--- config.mk ---
export PLATFORM = sky130hd
export DESIGN_NAME = pdd_queue
export DESIGN_NICKNAME = d
export VERILOG_FILES = /design/src/rtl/pdd_pkg.sv /design/src/rtl/pdd_queue.sv
export SDC_FILE = /design/constraint.sdc
export NUM_CORES = 1
export LEC_CHECK = 0
export BUFFER_PORTS_ARGS = -buffer_cell sky130_fd_sc_hd__buf_2
export CORE_ASPECT_RATIO = 1.75
export CORE_MARGIN = 2
export CORE_UTILIZATION = 53
export CTS_BUF_LIST = sky130_fd_sc_hd__clkbuf_8
export CTS_CLUSTER_SIZE = 12
export DETAILED_ROUTE_END_ITERATION = 8
export PLACE_DENSITY = 0.84
export SLEW_MARGIN = 20
export SYNTH_ARGS = -nofsm -noshare
export SYNTH_HDL_FRONTEND = slang
export SYNTH_SLANG_ARGS = --single-unit
--- constraint.sdc ---
create_clock -name clk -period 3.3 [get_ports clk]
set_input_delay 0.165 -clock clk [delete_from_list [all_inputs] [get_ports clk]]
set_output_delay 0.165 -clock clk [all_outputs]
set_load 0.03 [all_outputs]
--- src/rtl/pdd_pkg.sv ---
// Shared widths, constants and the queued command type for the divergence-distance block.
`default_nettype none
package pdd_pkg;
	localparam int COORD_W = 28;
	localparam int TOL_W   = 27;
	localparam int DIST_W  = 48;
	localparam int DIFF_W  = COORD_W + 1;
	localparam int SQ_W    = 2 * DIFF_W;
	localparam int ROOT_W  = DIFF_W;
	localparam int REM_W   = ROOT_W + 3;
	localparam int APB_W   = 32;
	localparam int ADDR_W  = 3;

	localparam logic [TOL_W-1:0] TOL_RESET = TOL_W'(655);
	localparam logic             REG_TOL   = 1'b0;

	typedef struct packed {
		logic              seg;
		logic [DIFF_W-1:0] dx;
		logic [DIFF_W-1:0] dy;
		logic              last;
		logic              div;
	} cmd_t;
endpackage
`default_nettype wire

--- src/rtl/pdd_queue.sv ---
// Short command queue between front and back ends.
`default_nettype none
module pdd_queue #(
	parameter int DEPTH = 4
) (
	input  wire logic          clk,
	input  wire logic          arst_n,
	input  wire logic          push,
	input  pdd_pkg::cmd_t      push_data,
	output logic               full,
	input  wire logic          pop,
	output pdd_pkg::cmd_t      pop_data,
	output logic               not_empty
);
	import pdd_pkg::*;

	localparam int PTR_W = (DEPTH > 1) ? $clog2(DEPTH) : 1;
	localparam int CNT_W = $clog2(DEPTH + 1);

	cmd_t             mem_q [DEPTH];
	logic [PTR_W-1:0] wr_q, rd_q;
	logic [CNT_W-1:0] cnt_q;
	logic             do_push, do_pop;

	assign full      = (cnt_q == CNT_W'(DEPTH));
	assign not_empty = (cnt_q != '0);
	assign do_push   = push && !full;
	assign do_pop    = pop && not_empty;
	assign pop_data  = mem_q[rd_q];

	function automatic logic [PTR_W-1:0] nxt(input logic [PTR_W-1:0] p);
		return (p == PTR_W'(DEPTH - 1)) ? '0 : p + PTR_W'(1);
	endfunction

	always_ff @(posedge clk) begin
		if (do_push) begin
			mem_q[wr_q] <= push_data;
		end
	end

	always_ff @(posedge clk or negedge arst_n) begin
		if (!arst_n) begin
			wr_q  <= '0;
			rd_q  <= '0;
			cnt_q <= '0;
		end else begin
			if (do_push) begin
				wr_q <= nxt(wr_q);
			end
			if (do_pop) begin
				rd_q <= nxt(rd_q);
			end
			if (do_push && !do_pop) begin
				cnt_q <= cnt_q + CNT_W'(1);
			end else if (do_pop && !do_push) begin
				cnt_q <= cnt_q - CNT_W'(1);
			end
		end
	end
endmodule
`default_nettype wire

==> metrics <==
status=complete, no violations; total core area=17400 um^2; Die H=around 180 um; # setup viols final=0; Synth Instances=about 360; post-synthesis mux area share=between 15 and 20%; critical-path maximum fanout=27; post-synthesis simple-gate area fraction=less than 1%; clk_lat worst skew=a little under 0.5 ns; crit share post-route=77.4%; most common cell after layout, fill and taps aside=edfxtp_1; Placer Congestion=0.763; Layout area overhead=22.8%; DRT iter0 DRCs=around 220; Slew Viols, Final=0; Fillers=around 1100; Rows=64; synth warn=0; CP max stage cell=dfrtp_2; Final nets=645; Yosys cell types=21; initial antenna violation count=1; DRC=0; Final Critical Period=2.55 ns; Fin. Hold Viols=0; dpl ws=~1.2 ns; Cells after DPL=roughly 710; Post-DP HPWL=9920 um; GRT Util Overall=a little under a fifth; final worst setup slack=~0.75 ns; relative slew slack=approximately 37%; CTS Buffer Depth=3; area fraction of the dominant cell type after synthesis=78.5%; vias in the first global route=4810; Max Fclk=roughly 0.39 GHz; overflow left after global routing=0; RSZ-0062 raised after global routing=false; multi-input logic area=between 1500 and 2000 um^2; Post-Syn Area=between 9000 and 10000 um^2; fraction of layout cells with a size suffix above 1=approximately two fifths; CP Capture Type=primary output; Top-Level Pins=about 130; XOR/XNOR share of the synthesized area=0.282%; critical path, cell by cell=buf_4, mux4_2, buf_2; Root Buffer=clkbuf_8; delay-heaviest family, CP=flip-flops; largest net degree at the start of global routing=62; die area=~19000 um^2; total CTS buffers=35; CTS H-tree depth=2; Sequential Area=7510 um^2; Slew @ Worst Pin=approximately 0.94 ns; drt first pass iters=4; Hold Crit Class=primary input to async pin; vias per cell=~5.3; largest family of logic cells by synthesized area=multiplexers; crit path kind=flip-flop to primary output; post-synthesis adder-cell area fraction=approximately 1.0%; PortBufs=approximately 130; Worst Setup Start Kind=flip-flop; Layout Skew=approximately 0.016 ns; via count=4424; Synth Area in Compound Gates=0%; post-CTS sizing=0; setup TNS=0 ns; register area share after synthesis=about 80%; Clock Sink Count=between 200 and 300; CP max stage delay=0.81 ns; CTS tree=built; Post-Route Utilization=between 60% and 70%; routed len/inst=between 20 and 25 um; Power Dens Cells=~900 nW/um^2; register bit total from synthesis=roughly 250; Starting Density=53.7%; Routed Antenna Nets=0; Leak=slightly above 4 nW; Worst Path Buf+Inv=2; worst path required time=~3.1 ns; Routed WL=between 15000 and 20000 um; top area cells in the synthesized netlist=edfxtp_1 (79%), mux4_2 (14%), dfrtp_1 (1.9%); worst IR drop on VDD=~570 uV; commonest cells after routing, fill and taps aside=edfxtp_1 (244), buf_2 (127), dlygate4sd3_1 (62); crit path DAT=between 2 and 2.5 ns; Max-cap violations=0; first-pass GRT wire length=approximately 26000 um; Die X=around 100 um; Synthesized Nets=about 430; Avg Synthesized Cell Area=around 26 um^2; Cell Count, Final, Fillers Out=831; cell taking the most area after synthesis=edfxtp_1; Reg clk slew, reported paths=0.07 ns
-- routing by layer --
layer | up-vias | GRT usage, % | part of all wire [%]
li1 | 1962 | - | -
met1 | 2289 | 22.8 | 39
met4 | 0 | 8.00 | 2.9
met5 | - | 0 | 0
met2 | 135 | 32.3 | 54
met3 | 38 | 3.08 | 4.1
-- final timing paths --
check / startpoint / endpoint / slack [ns] / depth (start not counted)
max in group asynchronous: arst_n / rd_q[0] / 3.07 / 2
min in group clk: pop / rd_q[1] / 0.04 / 3
worst max register to register: cnt_q[0] / cnt_q[2] / 1.17 / 8
worst min register to register: cnt_q[2] / cnt_q[2] / 0.52 / 1
worst max-delay path: rd_q[1] / pop_data[3] / 0.75 / 3
worst min-delay path: arst_n / cnt_q[0] / 0.03 / 2
-- where the power goes --
part | total (mW) | switching (mW) | internal, mW | leakage, nW
logic | 3.59 | 2.22 | 1.37 | 1.33
clock network | 2.23 | 1.06 | 1.17 | 0.391
registers | 4.52 | 0.295 | 4.22 | 2.31
total | 10.3 | 3.58 | 6.76 | 4.03
-- what timing repair did --
action,4_1_cts,5_1_grt
buffers inserted,0,0
endpoints found under the hold margin,251,0
hold buffers,62,0
-- metrics by stage --
step	instance area (um^2)	power (mW)	hold slack (ns)
2_1_floorplan	9330	7.28	-0.131
6_report	11500	10.3	0.0346
5_1_grt	11500	10.8	0.0216
4_1_cts	11500	10.4	0.0113
3_3_place_gp	10200	8.05	0.00788
3_5_place_dp	10200	8.16	0.0136
-- worst reg2reg max path: stages, from the launching register on --
cell	delay (ns)
dfrtp_1	0.47
or3_4	0.44
nand2_4	0.09
ha_1	0.18
inv_1	0.07
fa_1	0.38
xor2_1	0.17
nor2_1	0.11
xor2_1	0.15
-- synth_stat cells --
library cell,count
dfrtp_1,7
nand2_1,1
mux4_2,58
edfxtp_1,244
nor2b_2,1
mux2_2,5
mux4_1,3
or3_4,1
inv_1,3
ha_1,6
nor2_1,4
buf_12,6
nand2_4,1
clkbuf_1,1
nor3b_4,1
xnor2_1,1
xor2_1,2
fa_1,1
buf_2,6
and2_1,3
buf_6,1
-- flip-flops by register name, summed over array words and instances, names as in the netlist --
register  flops
mem_q       244
cnt_q         3
rd_q          2
wr_q          2
-- cell type report --
class	instances	share of cell area (%)
antenna	1	0.0218
sequential	251	65.5
multi-input combinational	88	14.5
timing repair buffer	194	11.5
tap	231	2.52
inverter	3	0.0983
clock inverter	24	1.07
clock buffer	39	4.69
-- logic make-up after synthesis --
logic type / count (synthesis)
adders and majority gates: 7
and+or+nand+nor: 12
DFF: 251
buffers and inverters: 17
xor gates and xnor gates: 3
muxes: 66
No activity file was read; power rests on OpenSTA's default activity.
