===== src/rtl/pdd_pkg.sv =====
// Shared widths, constants and the queued command type for the divergence-distance block.
`default_nettype none
package pdd_pkg;
	localparam int COORD_W = 28;
	localparam int TOL_W   = 27;
	localparam int DIST_W  = 48;
	localparam int DIFF_W  = COORD_W + 1;
	localparam int SQ_W    = 2 * DIFF_W;
	localparam int ROOT_W  = DIFF_W;
	localparam int REM_W   = ROOT_W + 3;
	localparam int APB_W   = 32;
	localparam int ADDR_W  = 3;

	localparam logic [TOL_W-1:0] TOL_RESET = TOL_W'(655);
	localparam logic             REG_TOL   = 1'b0;

	typedef struct packed {
		logic              seg;
		logic [DIFF_W-1:0] dx;
		logic [DIFF_W-1:0] dy;
		logic              last;
		logic              div;
	} cmd_t;
endpackage
`default_nettype wire


===== src/rtl/pdd_if.sv =====
// Item channels: point pairs in, path results out.
`default_nettype none


interface pdd_out_if;
	logic                         valid;
	logic                         ready;
	logic                         diverged;
	logic [pdd_pkg::DIST_W-1:0]  distance;

	modport source (output valid, diverged, distance, input ready);
	modport sink (input valid, diverged, distance, output ready);
endinterface
`default_nettype wire


===== src/rtl/pdd_back.sv =====
// Back end: segment length by squares and bit-serial root, saturating sum, result register.
`default_nettype none
module pdd_back (
	input  wire logic          clk,
	input  wire logic          arst_n,
	input  wire logic          q_valid,
	input  pdd_pkg::cmd_t      q_data,
	output logic               pop,
	pdd_out_if.source          result
);
	import pdd_pkg::*;

	localparam int CNT_W = $clog2(ROOT_W);

	typedef enum logic [2:0] {S_IDLE, S_MUL, S_SUM, S_ROOT, S_ACC, S_DONE} state_t;

	state_t             state_q;
	cmd_t               cmd_q;
	logic [SQ_W-1:0]    sqx_q, sqy_q, rad_q;
	logic [REM_W-1:0]   rem_q;
	logic [ROOT_W-1:0]  root_q;
	logic [CNT_W-1:0]   cnt_q;
	logic [DIST_W-1:0]  dist_q;
	logic               out_valid_q;
	logic               out_div_q;
	logic [DIST_W-1:0]  out_dist_q;

	logic [REM_W-1:0]   rem_next, trial;
	logic [DIST_W:0]    sum;
	logic               load_out;

	assign pop      = (state_q == S_IDLE) && q_valid;
	assign rem_next = {rem_q[REM_W-3:0], rad_q[SQ_W-1 -: 2]};
	assign trial    = REM_W'({root_q, 2'b01});
	assign sum      = {1'b0, dist_q} + (DIST_W + 1)'(root_q);
	assign load_out = (state_q == S_DONE) && cmd_q.last && (!out_valid_q || result.ready);

	assign result.valid    = out_valid_q;
	assign result.diverged = out_div_q;
	assign result.distance = out_dist_q;

	always_ff @(posedge clk or negedge arst_n) begin
		if (!arst_n) begin
			state_q     <= S_IDLE;
			cmd_q       <= '0;
			sqx_q       <= '0;
			sqy_q       <= '0;
			rad_q       <= '0;
			rem_q       <= '0;
			root_q      <= '0;
			cnt_q       <= '0;
			dist_q      <= '0;
			out_valid_q <= 1'b0;
			out_div_q   <= 1'b0;
			out_dist_q  <= '0;
		end else begin
			if (load_out) begin
				out_valid_q <= 1'b1;
			end else if (result.ready) begin
				out_valid_q <= 1'b0;
			end
			case (state_q)
				S_IDLE: begin
					if (q_valid) begin
						cmd_q   <= q_data;
						state_q <= q_data.seg ? S_MUL : S_DONE;
					end
				end
				S_MUL: begin
					sqx_q   <= SQ_W'(cmd_q.dx) * SQ_W'(cmd_q.dx);
					sqy_q   <= SQ_W'(cmd_q.dy) * SQ_W'(cmd_q.dy);
					state_q <= S_SUM;
				end
				S_SUM: begin
					rad_q   <= sqx_q + sqy_q;
					rem_q   <= '0;
					root_q  <= '0;
					cnt_q   <= '0;
					state_q <= S_ROOT;
				end
				S_ROOT: begin
					rad_q <= rad_q << 2;
					if (rem_next >= trial) begin
						rem_q  <= rem_next - trial;
						root_q <= {root_q[ROOT_W-2:0], 1'b1};
					end else begin
						rem_q  <= rem_next;
						root_q <= {root_q[ROOT_W-2:0], 1'b0};
					end
					if (cnt_q == CNT_W'(ROOT_W - 1)) begin
						state_q <= S_ACC;
					end else begin
						cnt_q <= cnt_q + CNT_W'(1);
					end
				end
				S_ACC: begin
					dist_q  <= sum[DIST_W] ? '1 : sum[DIST_W-1:0];
					state_q <= S_DONE;
				end
				S_DONE: begin
					if (!cmd_q.last) begin
						state_q <= S_IDLE;
					end else if (load_out) begin
						out_div_q   <= cmd_q.div;
						out_dist_q  <= cmd_q.div ? dist_q : '0;
						dist_q      <= '0;
						state_q     <= S_IDLE;
					end
				end
				default: begin
					state_q <= S_IDLE;
				end
			endcase
		end
	end
endmodule
`default_nettype wire


===== src/flat_wrapper.sv =====
// flat-port wrapper written by rule: the top's interface ports become plain ports
module pdd_back_flat import pdd_pkg::*;
  (clk, arst_n, q_valid, q_data, pop, result_valid, result_diverged, result_distance, result_ready);
  pdd_out_if result_i ();
  input  wire logic clk;
  input  wire logic arst_n;
  input  wire logic q_valid;
  input  pdd_pkg::cmd_t q_data;
  output logic pop;
  output wire logic [$bits(result_i.valid)-1:0] result_valid;
  output wire logic [$bits(result_i.diverged)-1:0] result_diverged;
  output wire logic [$bits(result_i.distance)-1:0] result_distance;
  input wire logic [$bits(result_i.ready)-1:0] result_ready;
  assign result_valid = result_i.valid;
  assign result_diverged = result_i.diverged;
  assign result_distance = result_i.distance;
  assign result_i.ready = result_ready;
  pdd_back u_core (.clk(clk), .arst_n(arst_n), .q_valid(q_valid), .q_data(q_data), .pop(pop), .result(result_i));
endmodule

===== config.mk =====
export PLATFORM = sky130hd
export DESIGN_NAME = pdd_back_flat
export DESIGN_NICKNAME = d
export VERILOG_FILES = /design/src/rtl/pdd_pkg.sv /design/src/rtl/pdd_if.sv /design/src/rtl/pdd_back.sv /design/src/flat_wrapper.sv
export SDC_FILE = /design/constraint.sdc
export NUM_CORES = 2
export LEC_CHECK = 0
export BUFFER_PORTS_ARGS = -buffer_cell sky130_fd_sc_hd__buf_2
export CAP_MARGIN = 10
export CORE_ASPECT_RATIO = 1.75
export CORE_MARGIN = 5
export CORE_UTILIZATION = 35
export DETAILED_ROUTE_END_ITERATION = 6
export SLEW_MARGIN = 20
export SYNTH_ARGS = -nofsm -noshare
export SYNTH_HDL_FRONTEND = slang
export SYNTH_SLANG_ARGS = --single-unit

===== constraint.sdc =====
create_clock -name clk -period 9 [get_ports clk]
set_input_delay 1.8 -clock clk [delete_from_list [all_inputs] [get_ports clk]]
set_output_delay 1.8 -clock clk [all_outputs]
set_load 0.01 [all_outputs]

==> flow_summary.json <==
{
  "run_status": "complete, no violations",
  "fill_cells": 20400,
  "mostFrequentLayoutCell": "sky130_fd_sc_hd__inv_1",
  "hold_buffers": 0,
  "rows": 218,
  "post_synth_num_cell_types": 89,
  "clock_sinks": 397,
  "timing.critical_path.slowest_stage_cell": "sky130_fd_sc_hd__dfrtp_1",
  "finalHoldWorstSlack_ns": 0.458,
  "timing.critical_path.required_ns": 9.54,
  "skew_ns": 0.0339,
  "end_kind": "flop",
  "grt_antenna_before_repair": 7,
  "top_level_ports": 116,
  "finalSetupTns_ns": 0,
  "dpl_worst_slack_ns": 0.571,
  "number_of_hold_violations_in_the_final_report": 0,
  "holdPathEnd": "u_core.result.distance[24]",
  "worst_setup_path_start_kind": "flop",
  "synth_area_leaders": "sky130_fd_sc_hd__fa_1 (37%), sky130_fd_sc_hd__dfrtp_1 (14%), sky130_fd_sc_hd__ha_1 (11%)",
  "postLayoutSetupSlackWorst_ns": 0.472,
  "clk-insertion-delay-late_ns": 0.69,
  "synthDominantCellAreaShare_pct": 37.0,
  "cts_tree": "built",
  "place_hpwl_um": 167000,
  "final_report_max_slew_violation_count": 0,
  "timing.critical_path.max_delay_family": "adder cells",
  "final-setup-viol-count": 0,
  "tritoncts.num_buffers": 48,
  "async_flop_share_pct": 100,
  "die_w_um": 349,
  "total_global_routing_overflow": 0,
  "critPathMaxFanout": 17,
  "ys_seq_area_share_pct": 14.1,
  "grt_pass1_wl_um": 325000,
  "floorplan.initialDensity_pct": 35.1,
  "die_h_um": 604,
  "worst_min_delay_path_category": "reg2reg",
  "routed_via_density": 5.03,
  "clk_transition_reported_paths_ns": 0.07,
  "worstMarginPinSlew_ns": 1.02,
  "grt_max_degree": 155,
  "worstReg2RegStart": "u_core.cmd_q[4]",
  "io_buffer_count": 115,
  "synth_nets": 9746,
  "post-route-drc-count": 0,
  "relSlewSlack_pct": 32.2,
  "period_needed_ns": 8.53,
  "critPathBufInv": 6,
  "grt_pass1_vias": 59500,
  "timing.fmax_mhz": 117,
  "syn_area_per_cell_sq_um": 9.09,
  "worst-path-stages": 26,
  "cells_after_synth": 7752,
  "layout-area-overhead-vs-synth_pct": 7.48,
  "detail_route.first_pass.iterations": 7,
  "drt_iter0_drc": 2226,
  "postRouteWirelength_um": 202000,
  "maxCapViolations": 0,
  "layout_common_cells": "sky130_fd_sc_hd__inv_1 (1737), sky130_fd_sc_hd__fa_1 (1301), sky130_fd_sc_hd__nand2_1 (904), sky130_fd_sc_hd__ha_1 (628), sky130_fd_sc_hd__dfrtp_1 (394)",
  "hold_path_startpoint": "u_core.result.distance[24]",
  "cts_setup_buffers": 0,
  "critPathMaxStageDelay_ns": 0.90,
  "hold-path-cell-count": 2,
  "cts_max_level": 2,
  "drt.antenna.violating_nets": 0,
  "synth.cell_area_sq_mm": 0.0705,
  "cts.path.max_buffers": 3,
  "cp.arrival_ns": 9.07,
  "setup.reg_to_reg.worst_slack_ns": 0.47,
  "reg2regPathDepth": 26,
  "track_usage_pct": 19.6,
  "die_area_sq_mm": 0.211,
  "nets": 9692,
  "routed_wire_length_per_instance_um": 19.5,
  "synth_flop_cell": "sky130_fd_sc_hd__dfrtp_1",
  "final.period_utilization_pct": 94.8,
  "setup_repair_after_global_routing_missed_its_margin": "no",
  "cts.repair.resized": 0,
  "endpoint_of_the_most_critical_register_to_register_path": "u_core.sqy_q[55]",
  "route.vias.total": 52200,
  "globalplace.congestion": 0.914,
  "critPathKind": "reg2reg",
  "clk_root_buffer_cell": "sky130_fd_sc_hd__clkbuf_16",
  "path_common_cell": "sky130_fd_sc_hd__fa_1",
  "flop_and_latch_count_out_of_synthesis": 397,
  "placeableCoreArea_sq_mm": 0.201,
  "synthDominantAreaCellType": "sky130_fd_sc_hd__fa_1",
  "yosys_warnings": 0,
  "synth_edf_count": 0,
  "final_layout_size_suffix_gt1_share_pct": 5.31
}
through the flow:
stage	cells	util [%]	instance area, sq um
5_1_grt	10400	37.7	75700
3_3_place_gp	10300	36.8	74100
2_1_floorplan	7752	-	70500
4_1_cts	10400	37.7	75700
3_5_place_dp	10300	36.8	74100
6_report	10400	37.7	75700
state kept, by name (all words and copies together) (netlist names):
register                count
u_core.cmd_q               60
u_core.sqy_q               57
u_core.sqx_q               57
u_core.dist_q              48
u_core.root_q              29
u_core.rem_q               30
u_core.rad_q               58
u_core.result.valid         1
u_core.state_q              3
u_core.result.diverged      1
u_core.cnt_q                5
u_core.result.distance     48
worst max path at each step:
| stage | start | end | slack (ns) |
|---|---|---|---|
| final | u_core.cmd_q[4] | u_core.sqy_q[55] | 0.47 |
| after CTS | u_core.cmd_q[10] | u_core.sqy_q[52] | 0.50 |
| after global placement | u_core.cmd_q[27] | u_core.sqy_q[55] | 0.58 |
| after detailed placement | u_core.cmd_q[10] | u_core.sqy_q[52] | 0.57 |
| after global routing | u_core.cmd_q[4] | u_core.sqy_q[55] | 0.01 |
| after floorplan | u_core.cmd_q[9] | u_core.sqy_q[56] | 1.23 |
cell families (layout without fill, tap and decap cells):
family	count (synthesis)	count (layout)	share of synthesized area (%)
flip-flops	397	397	14.1
AO/OA/AOI/OAI	1131	1131	10.0
buffers and inverters	2080	2064	11.1
AND/OR/NAND/NOR	1913	1913	12.7
XOR/XNOR	243	243	3.02
other	0	4	0
multiplexers	59	59	0.904
adder cells (fa/ha/maj)	1929	1929	48.1
metal layers:
layer,wire length (um),vias to the layer above,global-route usage (%)
li1,-,23900,-
met1,69700,26500,20.3
met2,111000,1281,37.8
met3,6920,569,1.75
met4,14600,4,11.4
met5,27,-,0
Yosys cell counts, drive strengths merged (17+ instances only):
| cell | instances |
|---|---|
| a211oi | 26 |
| clkbuf | 324 |
| nand2 | 904 |
| ha | 628 |
| and2 | 364 |
| xor2 | 93 |
| a31oi | 48 |
| nand4 | 61 |
| a21o | 153 |
| mux2 | 37 |
| inv | 1739 |
| fa | 1301 |
| nor2 | 226 |
| o21ai | 342 |
| nor2b | 33 |
| o21a | 39 |
| xnor2 | 150 |
| nor3 | 37 |
| nand3 | 158 |
| mux2i | 22 |
| dfrtp | 397 |
| nand2b | 17 |
| o21bai | 43 |
| o211ai | 23 |
| and3 | 54 |
| a21oi | 292 |
| o31ai | 23 |
area by class of cell:
cell class / instances / area (sq um) / area share [%]
clock buffer: 65 / 1340 / 1.76
clock inverter: 23 / 330 / 0.436
antenna: 4 / 10.0 / 0.0132
tap: 2640 / 3300 / 4.36
inverter: 1741 / 6540 / 8.63
multi-input combinational: 5275 / 52800 / 69.7
timing repair buffer: 235 / 1520 / 2.01
sequential: 397 / 9940 / 13.1
worst register-to-register path: stages, from the launching register on:
cell	delay, ns
sky130_fd_sc_hd__dfrtp_1	0.90
sky130_fd_sc_hd__buf_4	0.38
sky130_fd_sc_hd__and2_1	0.19
sky130_fd_sc_hd__fa_1	0.46
sky130_fd_sc_hd__fa_1	0.53
sky130_fd_sc_hd__fa_1	0.52
sky130_fd_sc_hd__inv_1	0.06
sky130_fd_sc_hd__fa_1	0.50
sky130_fd_sc_hd__inv_1	0.05
sky130_fd_sc_hd__fa_1	0.49
sky130_fd_sc_hd__inv_1	0.06
sky130_fd_sc_hd__fa_1	0.53
sky130_fd_sc_hd__inv_1	0.05
sky130_fd_sc_hd__fa_1	0.47
sky130_fd_sc_hd__fa_1	0.49
sky130_fd_sc_hd__ha_1	0.39
sky130_fd_sc_hd__nand2_1	0.12
sky130_fd_sc_hd__nor3_1	0.17
sky130_fd_sc_hd__o21ai_1	0.09
sky130_fd_sc_hd__o211ai_1	0.16
sky130_fd_sc_hd__a31o_2	0.26
sky130_fd_sc_hd__nor4b_1	0.39
sky130_fd_sc_hd__a211oi_1	0.11
sky130_fd_sc_hd__buf_4	0.17
sky130_fd_sc_hd__o32ai_1	0.44
sky130_fd_sc_hd__nor4_1	0.09
sky130_fd_sc_hd__a311o_1	0.35
Power is left out: the tool's default activity adds up to more than one toggle a clock period on the data nets, which glitch-free logic cannot reach.
