File: src/rtl/pdd_pkg.sv
// Shared widths, constants and the queued command type for the divergence-distance block.
`default_nettype none
package pdd_pkg;
	localparam int COORD_W = 28;
	localparam int TOL_W   = 27;
	localparam int DIST_W  = 48;
	localparam int DIFF_W  = COORD_W + 1;
	localparam int SQ_W    = 2 * DIFF_W;
	localparam int ROOT_W  = DIFF_W;
	localparam int REM_W   = ROOT_W + 3;
	localparam int APB_W   = 32;
	localparam int ADDR_W  = 3;

	localparam logic [TOL_W-1:0] TOL_RESET = TOL_W'(655);
	localparam logic             REG_TOL   = 1'b0;

	typedef struct packed {
		logic              seg;
		logic [DIFF_W-1:0] dx;
		logic [DIFF_W-1:0] dy;
		logic              last;
		logic              div;
	} cmd_t;
endpackage
`default_nettype wire

File: src/rtl/pdd_if.sv
// Item channels: point pairs in, path results out.
`default_nettype none
interface pdd_in_if;
	logic                                valid;
	logic                                ready;
	logic signed [pdd_pkg::COORD_W-1:0] new_x;
	logic signed [pdd_pkg::COORD_W-1:0] new_y;
	logic signed [pdd_pkg::COORD_W-1:0] old_x;
	logic signed [pdd_pkg::COORD_W-1:0] old_y;
	logic                                last_pair;

	modport source (output valid, new_x, new_y, old_x, old_y, last_pair, input ready);
	modport sink (input valid, new_x, new_y, old_x, old_y, last_pair, output ready);
endinterface

`default_nettype wire

File: src/rtl/pdd_front.sv
// Front end: accept pairs, check tolerance, track previous point and queue segment commands.
`default_nettype none
module pdd_front (
	input  wire logic                        clk,
	input  wire logic                        arst_n,
	pdd_in_if.sink                           pairs,
	input  wire logic [pdd_pkg::TOL_W-1:0]   tolerance,
	input  wire logic                        q_full,
	output logic                             push,
	output pdd_pkg::cmd_t                    push_data
);
	import pdd_pkg::*;

	logic [COORD_W-1:0] prev_x_q;
	logic [COORD_W-1:0] prev_y_q;
	logic               have_prev_q;
	logic               found_q;

	logic [DIFF_W-1:0] ex, ey, sx, sy;
	logic              exceed;
	logic              take;

	function automatic logic [DIFF_W-1:0] mag(input logic [DIFF_W-1:0] d);
		return d[DIFF_W-1] ? (~d + DIFF_W'(1)) : d;
	endfunction

	assign ex = mag(DIFF_W'(pairs.new_x) - DIFF_W'(pairs.old_x));
	assign ey = mag(DIFF_W'(pairs.new_y) - DIFF_W'(pairs.old_y));
	assign sx = mag(DIFF_W'(pairs.new_x) - DIFF_W'($signed(prev_x_q)));
	assign sy = mag(DIFF_W'(pairs.new_y) - DIFF_W'($signed(prev_y_q)));
	assign exceed = (ex > DIFF_W'(tolerance)) || (ey > DIFF_W'(tolerance));

	assign pairs.ready = !q_full;
	assign take = pairs.valid && !q_full;
	assign push = take;

	always_comb begin
		push_data.seg  = !found_q && !exceed && have_prev_q;
		push_data.dx   = sx;
		push_data.dy   = sy;
		push_data.last = pairs.last_pair;
		push_data.div  = found_q || exceed;
	end

	always_ff @(posedge clk or negedge arst_n) begin
		if (!arst_n) begin
			prev_x_q    <= '0;
			prev_y_q    <= '0;
			have_prev_q <= 1'b0;
			found_q     <= 1'b0;
		end else if (take) begin
			if (pairs.last_pair) begin
				prev_x_q    <= '0;
				prev_y_q    <= '0;
				have_prev_q <= 1'b0;
				found_q     <= 1'b0;
			end else if (!found_q) begin
				if (exceed) begin
					found_q <= 1'b1;
				end else begin
					prev_x_q    <= pairs.new_x;
					prev_y_q    <= pairs.new_y;
					have_prev_q <= 1'b1;
				end
			end
		end
	end
endmodule
`default_nettype wire

File: src/flat_wrapper.sv
// flat-port wrapper written by rule: the top's interface ports become plain ports
module pdd_front_flat import pdd_pkg::*;
  (clk, arst_n, tolerance, q_full, push, push_data, pairs_valid, pairs_new_x, pairs_new_y, pairs_old_x, pairs_old_y, pairs_last_pair, pairs_ready);
  pdd_in_if pairs_i ();
  input  wire logic clk;
  input  wire logic arst_n;
  input  wire logic [pdd_pkg::TOL_W-1:0] tolerance;
  input  wire logic q_full;
  output logic push;
  output pdd_pkg::cmd_t push_data;
  input wire logic [$bits(pairs_i.valid)-1:0] pairs_valid;
  input wire logic [$bits(pairs_i.new_x)-1:0] pairs_new_x;
  input wire logic [$bits(pairs_i.new_y)-1:0] pairs_new_y;
  input wire logic [$bits(pairs_i.old_x)-1:0] pairs_old_x;
  input wire logic [$bits(pairs_i.old_y)-1:0] pairs_old_y;
  input wire logic [$bits(pairs_i.last_pair)-1:0] pairs_last_pair;
  output wire logic [$bits(pairs_i.ready)-1:0] pairs_ready;
  assign pairs_i.valid = pairs_valid;
  assign pairs_i.new_x = pairs_new_x;
  assign pairs_i.new_y = pairs_new_y;
  assign pairs_i.old_x = pairs_old_x;
  assign pairs_i.old_y = pairs_old_y;
  assign pairs_i.last_pair = pairs_last_pair;
  assign pairs_ready = pairs_i.ready;
  pdd_front u_core (.clk(clk), .arst_n(arst_n), .pairs(pairs_i), .tolerance(tolerance), .q_full(q_full), .push(push), .push_data(push_data));
endmodule
File: config.mk
export PLATFORM = sky130hd
export DESIGN_NAME = pdd_front_flat
export DESIGN_NICKNAME = d
export VERILOG_FILES = /design/src/rtl/pdd_pkg.sv /design/src/rtl/pdd_if.sv /design/src/rtl/pdd_front.sv /design/src/flat_wrapper.sv
export SDC_FILE = /design/constraint.sdc
export NUM_CORES = 1
export LEC_CHECK = 0
export BUFFER_PORTS_ARGS = -buffer_cell sky130_fd_sc_hd__buf_2
export CAP_MARGIN = 20
export CORE_UTILIZATION = 54
export CTS_CLUSTER_DIAMETER = 60
export CTS_CLUSTER_SIZE = 20
export DETAILED_ROUTE_END_ITERATION = 16
export GPL_TIMING_DRIVEN = 0
export HOLD_SLACK_MARGIN = 0.02
export PLACE_DENSITY = 0.77
export SYNTH_ARGS = -nofsm -noshare
export SYNTH_HDL_FRONTEND = slang
export SYNTH_SLANG_ARGS = --single-unit
File: constraint.sdc
create_clock -name clk -period 6.35 [get_ports clk]
set_clock_uncertainty 0.05 [all_clocks]
set_input_delay 0.635 -clock clk [delete_from_list [all_inputs] [get_ports clk]]
set_output_delay 0.635 -clock clk [all_outputs]
set_load 0.005 [all_outputs]
==> results of run 1 <==
==> worst max path at each step <==
stage	endpoint	startpoint	depth (start not counted)
floorplan	push_data[60]	pairs_old_y[2]	25
global placement	push_data[60]	pairs_new_y[0]	27
detailed placement	push_data[60]	pairs_new_y[0]	27
CTS	push_data[60]	pairs_new_y[0]	28
global route	push_data[60]	pairs_old_y[14]	24
finish	push_data[60]	pairs_old_y[2]	27
==> cell usage in the layout (no fill, tap or decap), drive strengths merged, types with 33 or more instances in the layout <==
| cell type | instances |
|---|---|
| buf | 258 |
| inv | 233 |
| ha | 170 |
| nand2 | 158 |
| a21oi | 146 |
| xnor2 | 123 |
| nor2 | 114 |
| o21ai | 88 |
| xor2 | 69 |
| o22ai | 59 |
| a21o | 58 |
| dfrtp | 58 |
| clkbuf | 46 |
| nand3 | 36 |
| nor3 | 34 |
| nand4 | 33 |
==> flip-flops by register name (all words and copies together) (netlist names) <==
| signal | cells |
|---|---|
| u_core.found_q | 1 |
| u_core.have_prev_q | 1 |
| u_core.prev_x_q | 28 |
| u_core.prev_y_q | 28 |
==> final cells by class <==
type / instances / area, µm² / share of cell area [%]
flip-flops and latches: 58 / 1450 / 9.10
multi-input cells: 1460 / 11000 / 69.1
well taps: 319 / 399 / 2.50
repair buffers: 246 / 1540 / 9.63
plain buffers: 50 / 317 / 1.98
clock inverters: 7 / 125 / 0.784
inverters: 231 / 875 / 5.48
clock buffers: 9 / 225 / 1.41
diodes: 3 / 7.51 / 0.0471
==> routing by layer <==
layer,routed length (µm),vias to the layer above,GRT usage (%),share of wire [%]
met4,1280,2,11.9,3.0
met5,13,-,0,0.030
met1,18800,6778,44.8,44
met3,3030,83,3.24,7.1
li1,-,6976,-,-
met2,19700,613,54.2,46
==> through the flow <==
stage / hold slack [ns] / util, %
6_report: 0.0879 / 67.2
5_1_grt: 0.0923 / 67.2
4_1_cts: 0.0896 / 65.7
3_5_place_dp: 0.442 / 62.2
3_3_place_gp: 0.426 / 62.0
2_1_floorplan: 0.289 / -
==> cells by family (layout without fill, tap and decap cells) <==
| group | after synthesis | after routing | share of synthesized area (%) |
|---|---|---|---|
| xor gates and xnor gates | 192 | 192 | 12.7 |
| adders and majority gates | 174 | 174 | 16.7 |
| buffers and inverters | 282 | 543 | 8.61 |
| AOI/OAI and AO/OA | 555 | 555 | 30.2 |
| other | 0 | 3 | 0 |
| DFF | 58 | 58 | 11.0 |
| muxes | 5 | 5 | 0.407 |
| and+or+nand+nor | 534 | 534 | 20.4 |
==> power breakdown <==
group | internal [mW] | switching, mW | total, mW
clock network | 0.387 | 0.199 | 0.587
logic | 1.16 | 1.50 | 2.66
registers | 0.425 | 0.0389 | 0.463
total | 1.97 | 1.74 | 3.71
==> critical path, cell delays in order <==
cell and delay, ns:
buf_2 0.11, inv_2 0.07, ha_4 0.22, nor2b_2 0.16, o211ai_1 0.33, a31oi_4 0.22
nor4b_4 0.33, or3_4 0.18, nand3_1 0.09, or2_4 0.27, or4_4 0.51, or2_4 0.26
o21ai_4 0.14, xor2_2 0.19, ha_1 0.27, a21o_1 0.16, a21o_1 0.16, a21oi_2 0.16
o22ai_2 0.11, nor4b_4 0.34, o31ai_2 0.13, a221o_1 0.34, a221oi_2 0.26, nand3_2 0.20
nor3_4 0.31, and2_4 0.21, buf_6 0.09
==> what timing repair did <==
action	CTS	global route
cloned	2	1
setup endpoints to repair	60	65
buffers inserted	23	13
hold buffers	0	0
resized for setup	50	46
pin swaps	25	30
==> results by group, run 1 <==
Placement
  – Placed Instances: between 2k and 2.5k
  – I/O Buffers: 206
  – DP HPWL: approximately 34 mm
  – Placer Congestion: 0.965
  – DP Worst Slack: -1.53 ns
  – DP Area: between 10000 and 15000 µm²

Synth
  – Syn nets: roughly 2.1k
  – Area leader, netlist: ha_1
  – YS warnings: 0
  – Mapped Area: about 13000 µm²
  – Sequential area share after synthesis: between 10% and 20%
  – Syn avg cell area: 7.35 µm²
  – Synth top area cells: ha_1, dfrtp_1, xnor2_1
  – Synth Flop Type: dfrtp_1
  – Yosys cell types: 88
  – Synth top cells by count: inv_1, ha_1, nand2_1
  – Fraction of registers with async set/reset: 100%
  – Most common cell in the synthesized netlist: inv_1
  – Cells after synthesis: roughly 1.8k
  – Post-synth EDFFs: 0
  – Post-synth top area share: 16.1%
  – Synth Register Bits: 58

Power and ir drop
  – Pwr dens: 233 nW/µm²
  – Total power: 3.71 mW
  – Max VDD drop: 0.000147 V
  – Leak Pwr: 7.48 nW

Min path
  – Min-delay worst type: in -> async

Setup path
  – Worst path required time: 5.66 ns
  – Setup Crit Path Kind: in -> out
  – Critical Path AT: approximately 6.5 ns
  – FF-to-FF Start: u_core.found_q
  – CP Capture Type: output port
  – Reg2reg end: u_core.prev_x_q[18]
  – Startpoint Class: primary input
  – Worst reg-to-reg path cell count: 13
  – Internal reg-to-reg setup slack: 3.55 ns
  – CP Max Fanout: 5

Drt
  – Routed Antenna Nets: 0
  – Initial DRT Pass Iterations: 5
  – Routed vias: 14.5k
  – Routed WL per cell: 18.0 µm
  – Final WL: 42.9 mm
  – DRT iter0 DRCs: 1306
  – Vias/cell: 6.06
  – Residual DRC: 0

CTS
  – CTS tree: yes
  – TritonCTS buffer count: 9
  – Worst-Skew Late Latency: 0.34 ns
  – H-tree levels: 3
  – Clock root cell: clkbuf_16
  – Clk slew on worst S/H paths: 0.06 ns
  – CTS Buffer Depth: 2
  – Num Clock Sinks: 58

Floorplanning
  – Core Region: 23800 µm²
  – Chip width: 159 µm
  – Die area: 25100 µm²
  – # IOs: 207
  – Initial Util: 55.7%
  – Die height: 159 µm
  – Site Rows: 56

STA
  – Final Hold Violating Endpoints: 0
  – Worst slew pin tran: 1.07 ns
  – Final worst slack: -0.801 ns
  – Final Critical Period: 7.15 ns
  – TNS Setup: -41.23 ns
  – Max-slew headroom: 28.7%
  – Pins over their slew limit: 0
  – Fraction of the cycle the final worst path needs: 113%
  – # setup viols final: 58
  – FMAX: 140 MHz
  – RSZ-0062 raised after global routing: yes

Global routing
  – Initial antenna violation count: 5
  – Total gr overflow: 0
  – First-pass GRT wire length: 65.8 mm
  – Gr usage total: 33.0%
  – Vias in the first global route: 13.2k
  – Largest net degree at the start of global routing: 34

Status
  – Violations in the final reports: setup timing
  – Status: finished with violations

Flow run
  – Max Cap Violations: 0

Cells and area
  – Final instance area: 16000 µm²
  – Final #Nets: 2374
  – P&R area growth vs syn: 20.6%
  – Share of layout cells above drive strength 1: about a fifth
  – Final Non-Filler Cells: 2383
  – # fillers: 2069
No activity file was read; power rests on OpenSTA's default activity.
==> run 2: changes to the inputs <==
==> constraint.sdc (replaced) <==
create_clock -name clk -period 6.35 [get_ports clk]
set_clock_uncertainty 0.05 [all_clocks]
set_input_delay 0.9525 -clock clk [delete_from_list [all_inputs] [get_ports clk]]
set_output_delay 0.9525 -clock clk [all_outputs]
set_load 0.005 [all_outputs]
==> results by group, run 2 (synthesis results as in run 1) <==
Cells and area
  – Final Non-Filler Cells: 2385 (+0.084%)
  – Final instance area: 16000 µm² (+0.24%)
  – Multi-input gate area: 11000 µm² (+0.30%)
  – # fillers: 2001 (-3.3%)
  – Biggest regs: u_core.prev_x_q (28), u_core.prev_y_q (28)
  – Commonest non-fill, non-tap cell in the layout: inv_1
  – Final #Nets: 2378 (+0.17%)
  – Seq. cell area: 1450 µm² (unchanged)
  – Most frequent cells in the layout: inv_1, buf_2, ha_1
  – Final core occ: 67.3% (+0.16 points)
  – P&R area growth vs syn: 20.9%
  – Share of layout cells above drive strength 1: 20.5% (+0.11 points)

Global routing
  – Vias in the first global route: 13.3k (+0.83%)
  – Gr usage total: 33.0% (-0.041 points)
  – Largest net degree at the start of global routing: 29 (-15%)
  – First-pass GRT wire length: 65.5 mm (-0.33%)
  – Total gr overflow: 0 (unchanged)
  – Initial antenna violation count: 1 (-4)

Drt
  – Final WL: 42.5 mm (-0.92%)
  – Residual DRC: 0 (unchanged)
  – Routed vias: 14.4k (-0.54%)
  – Initial DRT Pass Iterations: 6 (+1)
  – Routed Antenna Nets: 0 (unchanged)
  – Vias/cell: 6.03 (-0.62%)
  – DRT iter0 DRCs: 881 (-33%)
  – Routed WL per cell: 17.8 µm (-1.0%)

Min path
  – Min-delay worst type: in -> async

STA
  – FMAX: 131 MHz (-6.5%)
  – Max-slew headroom: 48.0% (+19 points)
  – # setup viols final: 60 (+3.4%)
  – Pins over their slew limit: 0 (unchanged)
  – RSZ-0062 raised after global routing: yes
  – Final Critical Period: 7.65 ns (+0.494 ns)
  – Final worst slack: -1.30 ns (-0.494 ns)
  – Fraction of the cycle the final worst path needs: 120% (+7.8 points)
  – Final Hold Violating Endpoints: 0 (unchanged)
  – Worst slew pin tran: 0.778 ns (-0.287 ns)
  – Hold slack: 0.454 ns (+0.366 ns)

Placement
  – DP Area: 14800 µm² (+0.36%)
  – Placer Congestion: 0.965 (about the same)
  – Placed Instances: 2327 (unchanged)
  – DP HPWL: 33.6 mm (-0.39%)
  – I/O Buffers: 206 (unchanged)

CTS
  – Worst-Skew Late Latency: 0.34 ns (about the same)
  – TritonCTS buffer count: 9 (unchanged)
  – Clk slew on worst S/H paths: 0.05 ns (about the same)
  – Hold bufs inserted after CTS: 0 (unchanged)
  – H-tree levels: 3 (unchanged)
  – Num Clock Sinks: 58 (unchanged)
  – Clock root cell: clkbuf_16
  – CTS tree: yes
  – CTS Buffer Depth: 2 (unchanged)

Floorplanning
  – Core Region: 23800 µm² (unchanged)
  – Initial Util: 55.7% (unchanged)
  – Chip width: 159 µm (unchanged)
  – Die area: 25100 µm² (unchanged)
  – # IOs: 207 (unchanged)
  – Site Rows: 56 (unchanged)
  – Die height: 159 µm (unchanged)

Status
  – Status: finished with violations
  – Violations in the final reports: setup timing

Setup path
  – Startpoint Class: primary input
  – Worst path required time: 5.35 ns (-0.31 ns)
  – CP Max Fanout: 5 (unchanged)
  – Setup Crit Path Kind: in -> out
  – Critical Path AT: 6.64 ns (+0.17 ns)
  – CP Capture Type: output port

Power and ir drop
  – Leak Pwr: 7.43 nW (-0.67%)
  – Max VDD drop: 0.000145 V (-1.7%)
  – Pwr dens: 225 nW/µm² (-3.0%)
  – Total power: 3.61 mW (-2.8%)

Flow run
  – Max Cap Violations: 0 (unchanged)
-- run 2: cell types whose count changed in the layout (fill, tap and decap cells not counted), sizes merged --
cell / before / now
bufinv: 3 / 0
clkinvlp: 0 / 2
bufbuf: 1 / 2
inv: 233 / 231
buf: 258 / 260
clkbuf: 46 / 49
diode: 3 / 1
clkinv: 2 / 3
-- run 2: per-layer routing --
metal / vias to the layer above / global-route usage (%) / part of all wire, %
met5: - / 0 / 0
met4: 0 / 13.4 / 3.7
met3: 97 / 3.62 / 7.2
met2: 573 / 55.0 / 46
met1: 6722 / 43.3 / 43
li1: 6982 / - / -
-- run 2: area by class of cell --
type                    instances  area share (%)
multi-input cells            1460            69.1
diodes                          1          0.0156
clock inverters                 5           0.188
inverters                     231            5.53
flip-flops and latches         58            9.08
repair buffers                250            10.1
plain buffers                  50            1.99
clock buffers                  11            1.52
well taps                     319            2.50
-- run 2: worst max-delay path: stages --
cell and delay [ns]:
buf_8 0.07, inv_4 0.03, ha_4 0.15, fa_2 0.36, nor2b_4 0.13, o211ai_1 0.19, a31oi_4 0.36, a21oi_4 0.15
o21ai_4 0.20, xor2_4 0.10, or2_4 0.25, or4_4 0.52, or2_4 0.26, o21ai_4 0.15, xor2_2 0.19, ha_1 0.27
a21o_1 0.16, a21o_1 0.18, a21oi_2 0.15, o22ai_2 0.09, nor4b_2 0.27, o31ai_1 0.15, a221o_1 0.35, a221oi_4 0.25
nand3_2 0.16, nor3_4 0.25, and2_4 0.22, buf_6 0.09
-- run 2: final timing paths --
path / slack (ns) / to / cells after the start / from
worst min-delay path: 0.45 / u_core.prev_y_q[6] / 1 / arst_n
worst max register to register: 3.45 / u_core.found_q / 16 / u_core.found_q
worst max-delay path: -1.30 / push_data[60] / 28 / pairs_new_y[0]
worst min register to register: 0.46 / u_core.prev_x_q[26] / 2 / u_core.prev_x_q[26]
max in group asynchronous: 5.15 / u_core.prev_x_q[21] / 3 / arst_n
min in group clk: 0.46 / u_core.prev_x_q[26] / 2 / u_core.prev_x_q[26]
-- run 2: metrics by stage --
| stage | setup WS, ns | setup TNS, ns |
|---|---|---|
| final | -1.30 | -25.96 |
| after global routing | -1.45 | -36.49 |
| after CTS | -1.20 | -20.01 |
| after detailed placement | -1.90 | -85.03 |
| after global placement | -1.95 | -89.26 |
| after floorplan | -0.574 | -7.52 |
-- run 2: where the power goes --
| part | total [mW] | internal, mW | switching (mW) |
|---|---|---|---|
| Combinational | 2.69 | 1.18 | 1.51 |
| Sequential | 0.463 | 0.425 | 0.0386 |
| Clock | 0.454 | 0.272 | 0.182 |
-- run 2: timing repair --
item / in CTS / in global routing
pin swaps: 18 / 8
gates resized for setup: 60 / 41
endpoints found under the setup margin: 82 / 93
gates cloned: 3 / 1
buffers inserted: 33 / 16
==> run 3: changes to the inputs <==
--- a/config.mk
+++ b/config.mk
@@ -5,9 +5,11 @@
 export SDC_FILE = /design/constraint.sdc
 export NUM_CORES = 1
 export LEC_CHECK = 0
+export ABC_AREA = 1
 export BUFFER_PORTS_ARGS = -buffer_cell sky130_fd_sc_hd__buf_2
 export CAP_MARGIN = 20
-export CORE_UTILIZATION = 54
+export CORE_MARGIN = 2
+export CORE_UTILIZATION = 55
 export CTS_CLUSTER_DIAMETER = 60
 export CTS_CLUSTER_SIZE = 20
 export DETAILED_ROUTE_END_ITERATION = 16
==> results by group, run 3 <==
STA
  – Max-slew headroom: 49.7% (+1.6 points)
  – Fraction of the cycle the final worst path needs: 98.6% (-22 points)
  – Hold slack: 0.420 ns (-0.0335 ns)
  – Final Hold Violating Endpoints: 0 (unchanged)
  – Final Critical Period: 6.26 ns (-1.39 ns)
  – RSZ-0062 raised after global routing: yes
  – Pins over their slew limit: 0 (unchanged)
  – Final worst slack: 0.0916 ns (+1.39 ns)
  – FMAX: 160 MHz (+22%)
  – # setup viols final: 0 (-100%)
  – Worst slew pin tran: 0.752 ns (-0.0254 ns)

Power and ir drop
  – Max VDD drop: 0.000143 V (-1.6%)
  – Leak Pwr: 10.0 nW (+35%)
  – Pwr dens: 227 nW/µm² (+0.89%)

Drt
  – Routed vias: 17.8k (+24%)
  – Routed WL per cell: 15.0 µm (-16%)
  – DRT iter0 DRCs: 1366 (+55%)
  – Top Layer Used: met4
  – Met2 routed WL: 23.2 mm (+20%)
  – Met1 wire length: 21.8 mm (+18%)
  – Initial DRT Pass Iterations: 6 (unchanged)
  – Residual DRC: 0 (unchanged)
  – Routed Antenna Nets: 0 (unchanged)
  – Vias/cell: 5.41 (-10%)
  – Met3 wire len: 3.09 mm (+1.4%)
  – Final WL: 49.3 mm (+16%)

Synth
  – Post-Synth Adder-Cell Area: 14.8% (-1.9 points)
  – Sequential area share after synthesis: 9.74% (-1.2 points)
  – Xor and xnor area share after synthesis: 7.75% (-5.0 points)
  – Cells after synthesis: 2715 (+51%)
  – Most common cell in the synthesized netlist: nand2_1
  – Syn avg cell area: 5.49 µm² (-25%)
  – Mux share of post-synthesis cell area: 0% (-0.41 points)
  – Synth top cells by count: nand2_1, inv_1, nor2_1
  – Fraction of registers with async set/reset: 100% (unchanged)
  – Simple-Gate Fraction of Synth Area: 42.9% (+22 points)
  – Synth Register Bits: 58 (unchanged)
  – Yosys cell types: 46 (-48%)
  – YS warnings: 0 (unchanged)
  – Post-synth EDFFs: 0 (unchanged)
  – Main combinational cell family by area after synthesis: simple AND/OR/NAND/NOR gates
  – Post-synth top area share: 20.7% (+4.6 points)
  – Post-synthesis compound-gate area fraction: 9.79% (-20 points)
  – Syn nets: 3033 (+43%)
  – Synth top area cells: nand2_1, ha_1, inv_1
  – Synth Flop Type: dfrtp_1
  – Area leader, netlist: nand2_1
  – Mapped Area: 14900 µm² (+13%)

Min path
  – Min-delay worst type: reg -> reg

Floorplanning
  – Die area: 28400 µm² (+13%)
  – Initial Util: 55.6% (-0.079 points)
  – # IOs: 207 (unchanged)
  – Die height: 169 µm (+6.4%)
  – Chip width: 169 µm (+6.4%)
  – Core Region: 26800 µm² (+13%)
  – Site Rows: 60 (+7.1%)

Placement
  – DP Worst Slack: -0.449 ns (+1.45 ns)
  – Placer Congestion: 0.963 (-0.20%)
  – I/O Buffers: 206 (unchanged)
  – DP HPWL: 41.9 mm (+25%)

Global routing
  – Initial antenna violation count: 1 (unchanged)
  – Total gr overflow: 0 (unchanged)
  – Gr usage total: 33.6% (+0.58 points)
  – Vias in the first global route: 16.3k (+23%)
  – Largest net degree at the start of global routing: 31 (+6.9%)
  – First-pass GRT wire length: 78.1 mm (+19%)

Setup path
  – CP Max Fanout: 3 (-2)
  – Top delay family on crit path: simple AND/OR/NAND/NOR gates
  – Critical Path AT: 5.26 ns (-1.38 ns)
  – Slowest CP cell: fa_2
  – CP Capture Type: output port
  – Setup Crit Path Kind: in -> out
  – Internal reg-to-reg setup slack: 4.28 ns (+0.83 ns)
  – Worst path required time: 5.35 ns (about the same)
  – Buffers and inverters on the worst path: 4 (+1)
  – Startpoint Class: primary input
  – Top cell by count, worst path: nor2_2
  – Worst path max stage delay: 0.61 ns (+0.09 ns)

Cells and area
  – Commonest non-fill, non-tap cell in the layout: nand2_1
  – Biggest regs: u_core.prev_x_q (28), u_core.prev_y_q (28)
  – Share of layout cells above drive strength 1: 11.5% (-9.0 points)
  – Seq. cell area: 1450 µm² (unchanged)
  – Final #Nets: 3262 (+37%)
  – # fillers: 2728 (+36%)
  – P&R area growth vs syn: 13.8%
  – Most frequent cells in the layout: nand2_1, inv_1, nor2_1
  – Multi-input gate area: 11400 µm² (+3.2%)

CTS
  – H-tree levels: 3 (unchanged)
  – Clk slew on worst S/H paths: 0.06 ns (about the same)
  – CTS Buffer Depth: 2 (unchanged)
  – Hold bufs inserted after CTS: 0 (unchanged)
  – CTS tree: yes
  – Num Clock Sinks: 58 (unchanged)
  – Worst-Skew Late Latency: 0.33 ns (about the same)
  – TritonCTS buffer count: 9 (unchanged)
  – Clock root cell: clkbuf_16

Flow run
  – Max Cap Violations: 0 (unchanged)

Status
  – Status: complete, no violations
-- run 3: cells by family after synthesis --
| kind of cell | Yosys count |
|---|---|
| buf+inv | 571 |
| xor+xnor | 132 |
| compound gates | 270 |
| fa+ha+maj | 174 |
| simple gates | 1510 |
| flops | 58 |
-- run 3: worst paths after layout --
| check | startpoint | cells past startpoint | to |
|---|---|---|---|
| worst max register to register | u_core.found_q | 13 | u_core.prev_y_q[2] |
| max in group asynchronous | arst_n | 2 | u_core.prev_x_q[11] |
| worst min-delay path | u_core.prev_x_q[13] | 2 | u_core.prev_x_q[13] |
| worst max-delay path | pairs_new_y[0] | 29 | push_data[60] |
| min in group asynchronous | arst_n | 1 | u_core.prev_y_q[2] |
| worst min register to register | u_core.prev_x_q[13] | 2 | u_core.prev_x_q[13] |
-- run 3: final cells by class --
class                      instances  share of cell area [%]
multi-input combinational       2086                    67.2
inverter                         536                    11.9
sequential                        58                    8.56
timing repair buffer             218                    6.77
tap                              341                    2.52
clock buffer                      12                    1.51
buffer                            35                    1.39
clock inverter                     3                  0.0885
antenna                            1                  0.0148
-- run 3: power by group --
| part | leakage (nW) | switching (mW) | internal [mW] | total, mW |
|---|---|---|---|---|
| Combinational | 9.14 | 1.87 | 1.07 | 2.93 |
| Sequential | 0.758 | 0.0354 | 0.429 | 0.465 |
| Clock | 0.138 | 0.181 | 0.281 | 0.462 |
| Total | 10.0 | 2.08 | 1.78 | 3.86 |
-- run 3: routing by layer --
metal | up-vias | GRT usage (%)
li1 | 9005 | -
met1 | 8081 | 43.3
met2 | 624 | 59.3
met3 | 85 | 3.95
met4 | 0 | 9.03
met5 | - | 0
-- run 3: through the flow --
stage	util, %	setup TNS, ns	area [µm²]	power, mW	std cells
floorplan	-	0	14900	2.45	2715
global placement	61.1	-1.96	16400	3.25	3262
detailed placement	61.1	-2.97	16400	3.31	3263
CTS	62.4	0	16700	3.79	3279
global route	63.3	-0.364	17000	4.25	3289
finish	63.3	0	17000	3.86	3290
-- run 3: repair_timing --
action | in CTS | in global routing
buffers inserted | 1 | 10
endpoints found under the hold margin | 0 | 0
setup endpoints to repair | 2 | 2
pin swaps | 2 | 23
resized for setup | 19 | 47
-- run 3: worst register-to-register path: stages, from the launching register on --
cell	delay, ns
dfrtp_1	0.38
a21oi_1	0.14
o21ai_1	0.08
a21oi_1	0.11
nand2_1	0.08
nor2_2	0.15
nand3_4	0.13
buf_4	0.16
nand2_2	0.13
nand2_4	0.07
buf_6	0.18
buf_6	0.16
nand2_1	0.08
nand2_1	0.06
